<file path="config.mk">
export PLATFORM = sky130hd
export DESIGN_NAME = depth_user_pixel_colorizer
export DESIGN_NICKNAME = d
export VERILOG_FILES = /design/src/rtl/dupc_pkg.sv /design/src/rtl/dupc_color.sv /design/src/rtl/dupc_raster.sv /design/src/rtl/dupc_users.sv /design/src/rtl/depth_user_pixel_colorizer.sv
export SDC_FILE = /design/constraint.sdc
export NUM_CORES = 1
export LEC_CHECK = 0
export BUFFER_PORTS_ARGS = -buffer_cell sky130_fd_sc_hd__buf_2
export CORE_AREA = 2 2 137 139
export DETAILED_ROUTE_END_ITERATION = 16
export DIE_AREA = 0 0 139 141
export GPL_TIMING_DRIVEN = 0
export PLACE_DENSITY = 0.8
export SYNTH_ARGS = -nofsm -noshare
export SYNTH_HDL_FRONTEND = slang
export SYNTH_SLANG_ARGS = --single-unit
</file>
<file path="constraint.sdc">
create_clock -name aclk -period 8 [get_ports aclk]
set_input_delay 1.6 -clock aclk [delete_from_list [all_inputs] [get_ports aclk]]
set_output_delay 1.6 -clock aclk [all_outputs]
set_load 0.05 [all_outputs]
</file>
<file path="src/rtl/dupc_pkg.sv">
// Shared types, constants and the depth scaling function for the depth/user pixel colorizer.
// No dependencies; every other file in rtl imports this package.
package dupc_pkg;

    localparam int MAX_WIDTH  = 640;
    localparam int MAX_HEIGHT = 480;
    localparam int USER_SLOTS = 6;

    localparam int PIXEL_W    = 16;
    localparam int CHAN_W     = 16;
    localparam int COL_W      = 10;
    localparam int ROW_W      = 9;
    localparam int INDEX_W    = 19;
    localparam int COUNT_W    = 3;
    localparam int CFG_ADDR_W = 3;
    localparam int CFG_DATA_W = 10;

    typedef logic [CFG_ADDR_W-1:0] cfg_addr_t;

    localparam cfg_addr_t REG_BINARY_MODE     = 3'd0;
    localparam cfg_addr_t REG_BINARY_INVERT   = 3'd1;
    localparam cfg_addr_t REG_GREY_MODE       = 3'd2;
    localparam cfg_addr_t REG_HIDE_BACKGROUND = 3'd3;
    localparam cfg_addr_t REG_MIRROR          = 3'd4;
    localparam cfg_addr_t REG_FRAME_WIDTH     = 3'd5;
    localparam cfg_addr_t REG_FRAME_HEIGHT    = 3'd6;

    localparam logic [COL_W-1:0] FRAME_WIDTH_RESET  = 10'd320;
    localparam logic [ROW_W-1:0] FRAME_HEIGHT_RESET = 9'd240;

    typedef logic [2:0] user_t;

    localparam user_t USER_NONE  = 3'd0;
    localparam user_t USER_1     = 3'd1;
    localparam user_t USER_2     = 3'd2;
    localparam user_t USER_3     = 3'd3;
    localparam user_t USER_4     = 3'd4;
    localparam user_t USER_5     = 3'd5;
    localparam user_t USER_6     = 3'd6;
    localparam user_t USER_EXTRA = 3'd7;

    localparam logic [12:0] DEPTH_DIV = 13'h0FFF;
    localparam logic [CHAN_W-1:0] CHAN_FULL = 16'hFFFF;

    typedef struct packed {
        logic             binary_mode;
        logic             binary_invert;
        logic             grey_mode;
        logic             hide_background;
        logic             mirror;
        logic [COL_W-1:0] frame_width;
        logic [ROW_W-1:0] frame_height;
    } cfg_t;

    typedef struct packed {
        logic [CHAN_W-1:0] red;
        logic [CHAN_W-1:0] green;
        logic [CHAN_W-1:0] blue;
    } rgb_t;

    // 0xFFFF - (depth << 16) / 4095, low 16 bits.
    // depth << 16 = 4095 * x + x with x = depth << 4, so the quotient is x + x / 4095.
    function automatic logic [CHAN_W-1:0] depth_scale(input logic [PIXEL_W-1:0] raw);
        logic [12:0] dval;
        logic [16:0] x;
        logic [4:0]  est;
        logic [12:0] rem;
        logic [17:0] quo;
        dval = raw[15:3];
        x    = {dval, 4'b0000};
        est  = x[16:12];
        rem  = {1'b0, x[11:0]} + {8'b0, est};
        quo  = {1'b0, x} + {13'b0, est} + {17'b0, (rem >= DEPTH_DIV)};
        return CHAN_FULL - quo[15:0];
    endfunction

endpackage

</file>
<file path="src/rtl/dupc_color.sv">
// Colour selection for one pixel: depth scaling, mode and user scheme, final inversion.
// Depends on dupc_pkg.
module dupc_color (
    input  logic [15:0]   raw_pixel,
    input  dupc_pkg::cfg_t cfg,
    output dupc_pkg::rgb_t color
);
    import dupc_pkg::*;

    user_t             user;
    logic              bg;
    logic [CHAN_W-1:0] d;
    logic [CHAN_W-1:0] d_half;
    logic [CHAN_W-1:0] d_quarter;
    logic [CHAN_W-1:0] fore;
    logic [CHAN_W-1:0] back;
    rgb_t              pre;

    assign user      = raw_pixel[2:0];
    assign bg        = (user == USER_NONE) || (user == USER_EXTRA);
    assign d         = depth_scale(raw_pixel);
    assign d_half    = d >> 1;
    assign d_quarter = d >> 2;
    assign fore      = cfg.binary_invert ? '0 : CHAN_FULL;
    assign back      = cfg.binary_invert ? CHAN_FULL : '0;

    always_comb begin
        pre = '0;
        if (cfg.binary_mode) begin
            pre.red = (bg && cfg.hide_background) ? back : fore;
            pre.green = pre.red;
            pre.blue = pre.red;
        end else if (cfg.grey_mode) begin
            pre.red = (bg && cfg.hide_background) ? '0 : d;
            pre.green = pre.red;
            pre.blue = pre.red;
        end else begin
            case (user)
                USER_NONE: begin
                    if (!cfg.hide_background) begin
                        pre.red = d_quarter;
                        pre.green = d_quarter;
                        pre.blue = d_quarter;
                    end
                end
                USER_1: pre.red = d;
                USER_2: begin
                    pre.red = d;
                    pre.green = d;
                end
                USER_3: begin
                    pre.red = d;
                    pre.blue = d;
                end
                USER_4: begin
                    pre.red = d;
                    pre.green = d_half;
                end
                USER_5: begin
                    pre.red = d;
                    pre.blue = d_half;
                end
                USER_6: begin
                    pre.red = d;
                    pre.green = d_half;
                    pre.blue = d_half;
                end
                default: begin
                    if (!cfg.hide_background) begin
                        pre.red = CHAN_FULL - d_half;
                        pre.green = pre.red;
                        pre.blue = pre.red;
                    end
                end
            endcase
        end
    end

    assign color.red   = ~pre.red;
    assign color.green = ~pre.green;
    assign color.blue  = ~pre.blue;

endmodule

</file>
<file path="src/rtl/dupc_raster.sv">
// Raster position tracking: column, row and row base counters, destination index, frame end.
// Depends on dupc_pkg.
module dupc_raster (
    input  logic                   aclk,
    input  logic                   aresetn,
    input  dupc_pkg::cfg_t         cfg,
    input  logic                   advance,
    output logic [18:0]            dest_index,
    output logic                   frame_end
);
    import dupc_pkg::*;

    logic [COL_W-1:0]   col_reg, col_next;
    logic [ROW_W-1:0]   row_reg, row_next;
    logic [INDEX_W-1:0] base_reg, base_next;
    logic [COL_W-1:0]   w;
    logic [ROW_W-1:0]   h;
    logic [COL_W-1:0]   last_col;
    logic [COL_W-1:0]   col_held;
    logic [COL_W-1:0]   col_pos;
    logic               row_end;

    always_comb begin
        if (cfg.frame_width == '0) begin
            w = COL_W'(1);
        end else if (cfg.frame_width > COL_W'(MAX_WIDTH)) begin
            w = COL_W'(MAX_WIDTH);
        end else begin
            w = cfg.frame_width;
        end
        if (cfg.frame_height == '0) begin
            h = ROW_W'(1);
        end else if (cfg.frame_height > ROW_W'(MAX_HEIGHT)) begin
            h = ROW_W'(MAX_HEIGHT);
        end else begin
            h = cfg.frame_height;
        end
    end

    assign last_col   = w - COL_W'(1);
    assign col_held   = (col_reg < last_col) ? col_reg : last_col;
    assign col_pos    = cfg.mirror ? (last_col - col_held) : col_held;
    assign dest_index = base_reg + INDEX_W'(col_pos);
    assign row_end    = ({1'b0, col_reg} + (COL_W+1)'(1)) >= {1'b0, w};
    assign frame_end  = row_end && (({1'b0, row_reg} + (ROW_W+1)'(1)) >= {1'b0, h});

    always_comb begin
        col_next  = col_reg;
        row_next  = row_reg;
        base_next = base_reg;
        if (advance) begin
            if (frame_end) begin
                col_next  = '0;
                row_next  = '0;
                base_next = '0;
            end else if (row_end) begin
                col_next  = '0;
                row_next  = row_reg + ROW_W'(1);
                base_next = base_reg + INDEX_W'(w);
            end else begin
                col_next  = col_reg + COL_W'(1);
            end
        end
    end

    always_ff @(posedge aclk) begin
        if (!aresetn) begin
            col_reg  <= '0;
            row_reg  <= '0;
            base_reg <= '0;
        end else begin
            col_reg  <= col_next;
            row_reg  <= row_next;
            base_reg <= base_next;
        end
    end

endmodule

</file>
<file path="src/rtl/dupc_users.sv">
// Sticky active-user flags for users 1 to 6 and their population count.
// Depends on dupc_pkg.
module dupc_users (
    input  logic        aclk,
    input  logic        aresetn,
    input  logic [2:0]  user,
    input  logic        advance,
    output logic [5:0]  active_users,
    output logic [2:0]  active_count
);
    import dupc_pkg::*;

    logic [USER_SLOTS-1:0] flags_reg, flags_next;
    logic [USER_SLOTS-1:0] seen;
    user_t                 slot;

    assign slot = user - USER_1;

    always_comb begin
        seen = '0;
        if (user != USER_NONE && user != USER_EXTRA) begin
            seen = USER_SLOTS'(1) << slot;
        end
    end

    assign flags_next   = flags_reg | seen;
    assign active_users = flags_next;

    always_comb begin
        active_count = '0;
        for (int k = 0; k < USER_SLOTS; k++) begin
            active_count = active_count + COUNT_W'(flags_next[k]);
        end
    end

    always_ff @(posedge aclk) begin
        if (!aresetn) begin
            flags_reg <= '0;
        end else if (advance) begin
            flags_reg <= flags_next;
        end
    end

endmodule

</file>
<file path="src/rtl/depth_user_pixel_colorizer.sv">
// Depth/user pixel colorizer: input register, colour and position logic, result register.
// The input register holds an accepted transfer until the result register is free; it is then
// loaded there and presented on m_. Throughput: one pixel per cycle while m_ready is high,
// limited by the single input and single result register.
// Reset (aresetn low, synchronous): config to defaults, raster counters and user flags cleared.
// Depends on dupc_pkg, dupc_color, dupc_raster and dupc_users.
module depth_user_pixel_colorizer (
    input  logic                        aclk,
    input  logic                        aresetn,
    input  logic                        cfg_wr_en,
    input  logic [2:0]                  cfg_addr,
    input  logic [9:0]                  cfg_wr_data,
    input  logic                        s_valid,
    output logic                        s_ready,
    input  logic [15:0]                 s_raw_pixel,
    output logic                        m_valid,
    input  logic                        m_ready,
    output logic [15:0]                 m_red,
    output logic [15:0]                 m_green,
    output logic [15:0]                 m_blue,
    output logic [18:0]                 m_dest_index,
    output logic [5:0]                  m_active_users,
    output logic [2:0]                  m_active_count,
    output logic                        m_frame_end
);
    import dupc_pkg::*;

    cfg_t               cfg_reg;
    logic               in_valid_reg;
    logic [PIXEL_W-1:0] pixel_reg;
    logic               out_valid_reg;
    rgb_t               color_reg;
    logic [INDEX_W-1:0] index_reg;
    logic [USER_SLOTS-1:0] users_reg;
    logic [COUNT_W-1:0] count_reg;
    logic               frame_end_reg;

    logic               advance;
    rgb_t               color;
    logic [INDEX_W-1:0] dest_index;
    logic               frame_end;
    logic [USER_SLOTS-1:0] active_users;
    logic [COUNT_W-1:0] active_count;

    assign advance = in_valid_reg && (!out_valid_reg || m_ready);
    assign s_ready = !in_valid_reg || advance;

    always_ff @(posedge aclk) begin
        if (!aresetn) begin
            cfg_reg.binary_mode     <= 1'b0;
            cfg_reg.binary_invert   <= 1'b0;
            cfg_reg.grey_mode       <= 1'b0;
            cfg_reg.hide_background <= 1'b0;
            cfg_reg.mirror          <= 1'b0;
            cfg_reg.frame_width     <= FRAME_WIDTH_RESET;
            cfg_reg.frame_height    <= FRAME_HEIGHT_RESET;
        end else if (cfg_wr_en) begin
            unique case (cfg_addr)
                REG_BINARY_MODE:     cfg_reg.binary_mode     <= cfg_wr_data[0];
                REG_BINARY_INVERT:   cfg_reg.binary_invert   <= cfg_wr_data[0];
                REG_GREY_MODE:       cfg_reg.grey_mode       <= cfg_wr_data[0];
                REG_HIDE_BACKGROUND: cfg_reg.hide_background <= cfg_wr_data[0];
                REG_MIRROR:          cfg_reg.mirror          <= cfg_wr_data[0];
                REG_FRAME_WIDTH:     cfg_reg.frame_width     <= cfg_wr_data[COL_W-1:0];
                REG_FRAME_HEIGHT:    cfg_reg.frame_height    <= cfg_wr_data[ROW_W-1:0];
                default: ;
            endcase
        end
    end

    always_ff @(posedge aclk) begin
        if (!aresetn) begin
            in_valid_reg <= 1'b0;
        end else if (s_ready) begin
            in_valid_reg <= s_valid;
        end
    end

    always_ff @(posedge aclk) begin
        if (s_valid && s_ready) begin
            pixel_reg <= s_raw_pixel;
        end
    end

    dupc_color u_color (
        .raw_pixel (pixel_reg),
        .cfg       (cfg_reg),
        .color     (color)
    );

    dupc_raster u_raster (
        .aclk       (aclk),
        .aresetn    (aresetn),
        .cfg        (cfg_reg),
        .advance    (advance),
        .dest_index (dest_index),
        .frame_end  (frame_end)
    );

    dupc_users u_users (
        .aclk         (aclk),
        .aresetn      (aresetn),
        .user         (pixel_reg[2:0]),
        .advance      (advance),
        .active_users (active_users),
        .active_count (active_count)
    );

    always_ff @(posedge aclk) begin
        if (!aresetn) begin
            out_valid_reg <= 1'b0;
        end else if (!out_valid_reg || m_ready) begin
            out_valid_reg <= in_valid_reg;
        end
    end

    always_ff @(posedge aclk) begin
        if (advance) begin
            color_reg     <= color;
            index_reg     <= dest_index;
            users_reg     <= active_users;
            count_reg     <= active_count;
            frame_end_reg <= frame_end;
        end
    end

    assign m_valid        = out_valid_reg;
    assign m_red          = color_reg.red;
    assign m_green        = color_reg.green;
    assign m_blue         = color_reg.blue;
    assign m_dest_index   = index_reg;
    assign m_active_users = users_reg;
    assign m_active_count = count_reg;
    assign m_frame_end    = frame_end_reg;

endmodule

</file>
### Word level (Yosys, flattened, before mapping)

Index checks and enable logic that the tools add are counted.

* register bits after elaboration: 163
* input bits: 34
* output and inout port bits: 79
* word-level logic and storage cells: 118

* reductions and logical operators: 29
* bitwise logic cells: 4
* mux-type cells: 24
* $lt $le $gt $ge: 6
* shift operators: 1
* $add $sub $neg: 19
* eq/ne operators: 14

Operators by type and width (number)
* 48-bit 2-to-1 mux: 3
* 16-bit one-hot mux with 4 select lines: 2
* 16-bit 2-to-1 mux: 4
* 10-bit 2-to-1 mux: 6
* 16-bit NOT: 3
* 46-bit 2-to-1 mux: 1
* 19-bit by 10-bit adder with 19-bit output: 2
* 19-bit 2-to-1 mux: 2
* 9-bit 2-to-1 mux: 4
* 16-bit one-hot mux with 2 select lines: 1
* 3-bit == test (second input constant): 7
* 16-bit by 1-bit adder with 16-bit output: 1
* 16-bit by 5-bit adder with 16-bit output: 1
* 2-bit AND reduction: 8
* 16-bit by 15-bit subtractor with 16-bit output (first input constant): 1
* 16-bit subtractor (first input constant): 1
* 12-bit by 5-bit adder with 13-bit output: 1
* 13-bit by 12-bit >= comparator with 1-bit output (second input constant): 1
* 3-bit by 1-bit adder with 3-bit output: 4
* 3-bit by 2-bit == test with 1-bit output (second input constant): 4
* 10-bit by 1-bit adder with 11-bit output (second input constant): 1
* 11-bit by 10-bit >= comparator with 1-bit output: 1
* 10-bit by 1-bit adder with 10-bit output (second input constant): 1
* 9-bit by 1-bit adder with 10-bit output (second input constant): 1
* other kinds (25): 36

### Longest topological paths before layout

* depth in word-level cells: 10
* depth in mapped cells: 41
* mapped depth without buffers: 39

### By module

A second synthesis with hierarchy kept.

* cell total of the unflattened synthesis: 1230
* area total of the unflattened synthesis: 11227.0 um^2

By module, submodules not included
* dupc_raster: seq. area each 760.7 um^2, cells an instance 608, area each 4535.6 um^2, times used 1
* depth_user_pixel_colorizer: seq. area each 3313.2 um^2, cells an instance 202, area each 3891.2 um^2, times used 1
* dupc_color: seq. area each 0.0 um^2, cells an instance 377, area each 2366.0 um^2, times used 1
* dupc_users: seq. area each 120.1 um^2, cells an instance 43, area each 434.2 um^2, times used 1

### Worst setup path before layout

OpenSTA, ideal clock, no wires.

* kind: register to register
* start point: reg cfg_reg[11] (netlist bit)
* end point: reg index_reg[16] (netlist: m_dest_index[16]) (data pin)
* clock period less this slack: 7.175 ns
* stages on the path, launching flop included: 39
* slack: 0.825 ns
* data arrival time: 6.909 ns
* path buffers: 2
* required time: 7.734 ns
* setup time: 0.266 ns
* cells stage by stage: dfxtp_1 -> buf_6 -> or4_4 -> nor2_1 -> nand2_1 -> nor2_1 -> nor2_1 -> o21ai_0 -> inv_1 -> ha_1 -> nand2_1 -> o21ai_0 -> or2_2 -> inv_1 -> ha_1 -> o21a_1 -> o21ai_0 -> a22oi_1 -> (+3 left out) -> buf_2 -> a21o_1 -> ha_1 -> nor2b_1 -> o21ai_0 -> a21boi_0 -> o21ai_0 -> nor2b_1 -> xnor2_1 -> a221o_1 -> ha_1 -> a21oi_1 -> o21ai_0 -> a31oi_1 -> o21bai_1 -> a21oi_1 -> nor3_1 -> xor2_1

* longest elaborated chain between the ends: 9
* elaborated cells between the ends (all ways): 10
* those cells by class: add/sub (3); order compare (2); mux (4); reduce/logical (1)

Ends and longest elaborated chain
* start, declared: RTL line depth_user_pixel_colorizer.sv:28 `cfg_t cfg_reg;`
* 10-bit greater-than comparator: RTL line dupc_raster.sv:26 `end else if (cfg.frame_width > COL_W'(MAX_WIDTH)) begin`
* 10-bit 2-to-1 mux: RTL line dupc_raster.sv:26
* 10-bit 2-to-1 mux (*): RTL line dupc_raster.sv:24 `if (cfg.frame_width == '0) begin`
* 10-bit by 1-bit subtractor with 10-bit output (*): RTL line dupc_raster.sv:40 `assign last_col = w - COL_W'(1);`
* 10-bit < comparator: RTL line dupc_raster.sv:41 `assign col_held = (col_reg < last_col) ? col_reg : last_col;`
* 10-bit 2-to-1 mux: RTL line dupc_raster.sv:41
* 10-bit subtractor: RTL line dupc_raster.sv:42 `assign col_pos = cfg.mirror ? (last_col - col_held) : col_held;`
* 10-bit 2-to-1 mux (*): RTL line dupc_raster.sv:42
* 19-bit by 10-bit adder with 19-bit output (*): RTL line dupc_raster.sv:43 `assign dest_index = base_reg + INDEX_W'(col_pos);`
* named net dest_index[16]: RTL line depth_user_pixel_colorizer.sv:40 `logic [INDEX_W-1:0] dest_index;`
* end signal, assigned: RTL line depth_user_pixel_colorizer.sv:120 `index_reg <= dest_index;`
* end, declared: RTL line depth_user_pixel_colorizer.sv:33 `logic [INDEX_W-1:0] index_reg;`

The timed path passes the listed nets; every way through them passes the cells marked *.
A chain may end at the register's enable or synchronous reset.

### Worst setup path after layout

Ends and elaborated chain as after synthesis.

==> results by group <==
Power
  – Pwr Density: around 180 mW/mm^2
  – Cell internal pwr: 1563 uW
  – Sw Pwr: ~660 uW
  – Max VDD drop: 0.1576 mV
  – Sequential fraction of design power: 0.426
  – Switching share of power: 0.2956
  – P_leak: ~0.005 uW
  – Combinational Power Share: 0.181
  – Clock share of power: 0.392

Route
  – First-pass DRT Iterations: 6
  – Wire per inst: 18.32 um
  – Vias per cell: 6.167
  – Drt drc: 0
  – DRT antenna net count: 0
  – Total vias in the final route: roughly 10000
  – Initial DRC Count: 1127
  – Routed wire length: 29370 um

Worst setup path
  – Worst r2r dst: m_dest_index[16]$_DFFE_PP_
  – WP data required: ~8000 ps
  – Crit Reg-Reg Startpoint: cfg_reg[11]$_SDFFE_PN0P_
  – Flop2flop setup slack: 480 ps
  – Reg2Reg Depth: 39
  – Max incr delay on CP: 560 ps
  – CP startpoint kind: flip-flop
  – Critical Path Most Common Cell: nor2_1
  – Arrival time worst endpoint: 7690 ps
  – CP endpoint kind: flip-flop
  – Crit path max fanout: 10
  – CP max stage cell: or4_4
  – Critical setup path kind: reg2reg

Global route
  – Met2 Use GR: 0.4480
  – Met3 usage in global routing: 0.07303
  – Initial antenna violation count: 4
  – GR Util met1: 0.4240
  – Vias in the first global route: 9067
  – GRT Util Overall: 0.2989
  – First-pass GRT wire length: about 47000 um
  – Largest net degree at the start of global routing: around 70
  – Global route overflow: 0
  – Most Used Layer, Global Route: met2

Floorplanning
  – Die area: 0.01960 mm^2
  – Ports: 113
  – Cell Rows: 50
  – Initial Utilization: 0.5868
  – Die height: 141 um
  – Core area: 0.01827 mm^2
  – Die Width: between 100 and 150 um

Placement
  – GPL Wtd Cong: between 1 and 1.5
  – DP HPWL: around 22000 um
  – Count of input and output buffers: roughly 110
  – Dpl cells: 1564
  – Worst slack, placed: -342.8 ps
  – Placed cell area: 0.01160 mm^2

Timing
  – Worst setup margin: 483.2 ps
  – Fin. Hold Viols: 0
  – Final slew viol count: 0
  – Fmax: between 100 and 150 MHz
  – Max-slew headroom: 0.3150
  – Clk_skew: 12.02 ps
  – Least-Margin Pin Slew: 1027 ps
  – Worst Hold Margin: 456.8 ps
  – Period minus WS final: 7517 ps
  – Crit share post-route: 0.9396
  – Final setup vio count: 0

Synthesis
  – Yosys top cell by area: edfxtp_1
  – Register bit total from synthesis: 163
  – Area share of the largest cell type after synthesis: 0.2605
  – Synth top cells by count: nand2_1, nor2_1, edfxtp_1
  – Yosys Warn Count: 0
  – Syn_nets: 1328
  – Dominant cells by area after synthesis: edfxtp_1, dfxtp_1, ha_1
  – Post-synth top flop: edfxtp_1
  – Post-synth cell types: 70
  – Avg Inst Size Synth: between 8 and 9 um^2
  – Synthesized instance count: between 1000 and 1500
  – Cell Area, Synth: 0.01072 mm^2
  – Leading cell type by number of instances after synthesis: nand2_1
  – Sequential area share after synthesis: 0.3913
  – EDFF count, synth: 93
  – Asr flop ratio synth: 0

Layout
  – Max reg flops: 24
  – # nets final: approximately 1500
  – FF/Latch Area: roughly 0.0042 mm^2
  – Fin util: 0.6732
  – Multi-input gate area: about 0.006 mm^2
  – Layout cells sized above 1: 0.1304
  – Synth-to-layout area growth: 14.73%
  – Layout Cells excl Fill: 1603
  – Fill count: 1542
  – Post-route cell area: 0.01230 mm^2

Clock network
  – Clk_lat worst skew: 440 ps
  – Root buffer cell: clkbuf_16
  – Total number of H-tree levels: 4
  – CTS Sinks: approximately 160
  – CTS buffer count: 17
  – Clk buf depth: 2
  – Clk slew on worst S/H paths: 60 ps
  – Post-CTS Hold Fix Bufs: 0
  – CTS tree: done

Outcome
  – Status: finished clean

Worst hold path
  – Worst hold endpoint: u_users.flags_reg[2]$_SDFFE_PN0P_
  – Hold Path Origin: u_users.flags_reg[2]$_SDFFE_PN0P_
  – Worst Hold Class: reg2reg
  – Worst hold path depth: 1

Flow run
  – Max_cap viols: 0
## repair_timing
action | CTS | global route
buffers inserted | 0 | 3
pin swaps | 0 | 3
endpoints found under the setup margin | 9 | 9
resized for setup | 2 | 11
cloned | 0 | 0
## how the worst max path moves through the flow
stage | cells after the start | from | to | slack [ps]
2_1_floorplan | 38 | cfg_reg[11]$_SDFFE_PN0P_ | m_dest_index[16]$_DFFE_PP_ | 820
3_3_place_gp | 38 | cfg_reg[11]$_SDFFE_PN0P_ | m_dest_index[16]$_DFFE_PP_ | -190
3_5_place_dp | 39 | cfg_reg[11]$_SDFFE_PN0P_ | m_dest_index[16]$_DFFE_PP_ | -340
4_1_cts | 39 | cfg_reg[11]$_SDFFE_PN0P_ | m_dest_index[18]$_DFFE_PP_ | 70
5_1_grt | 39 | cfg_reg[11]$_SDFFE_PN0P_ | m_dest_index[16]$_DFFE_PP_ | -80
6_report | 39 | cfg_reg[11]$_SDFFE_PN0P_ | m_dest_index[16]$_DFFE_PP_ | 480
## placed cells by master (no fill, tap or decap), types with 25 or more instances in the layout
cell      instances
dfxtp_1          70
inv_1            59
xor2_1           34
o21ai_0          84
a21oi_1          83
clkbuf_1         55
nor3_1           25
a21boi_0         25
nand3_1          26
xnor2_1          42
nor2_1           95
buf_2           116
nand2_1         142
edfxtp_1         93
ha_1             71
## logic make-up after synthesis
kind of cell,share of synthesized area
AOI/OAI and AO/OA,0.2183
xor gates and xnor gates,0.06210
adders and majority gates,0.09513
buffers and inverters,0.04599
DFF,0.3913
muxes,0.01214
and+or+nand+nor,0.1751
## layout make-up
type | instances | share of cell area
well taps | 234 | 0.02381
diodes | 4 | 0.0008139
multi-input cells | 929 | 0.4932
repair buffers | 116 | 0.04965
clock buffers | 21 | 0.04009
flip-flops and latches | 163 | 0.3410
plain buffers | 65 | 0.02208
clock inverters | 11 | 0.01099
inverters | 60 | 0.01831
## power by group through the flow
| stage | registers, uW | logic [uW] | clock network, uW |
|---|---|---|---|
| after detailed placement | 964 | 391 | 0 |
| final | 946 | 402 | 871 |
| after floorplan | 1050 | 201 | 0 |
| after global routing | 949 | 432 | 918 |
| after CTS | 946 | 394 | 876 |
| after global placement | 966 | 382 | 0 |
## worst max-delay path, delay by kind of cell, from the launching register on
family / cells / cell delay (ps)
XOR/XNOR: 2 / 230
flip-flops: 1 / 310
AND/OR/NAND/NOR: 12 / 2090
buffers and inverters: 4 / 520
adder cells (fa/ha/maj): 5 / 1370
AO/OA/AOI/OAI: 16 / 2750
## metrics by stage
| stage | power (uW) | setup TNS (ps) |
|---|---|---|
| 2_1_floorplan | 1250 | 0 |
| 3_3_place_gp | 1348 | -1239 |
| 3_5_place_dp | 1356 | -2572 |
| 4_1_cts | 2215 | 0 |
| 5_1_grt | 2299 | -344.2 |
| 6_report | 2219 | 0 |
## per-layer routing
layer,routed length (um),share of wire,up-vias
met5,0,0,-
met4,842,0.029,0
met3,2913,0.099,80
met2,12880,0.44,488
met1,12730,0.43,4635
li1,-,-,4683
Note: power is estimated with default switching activity, not from simulation.
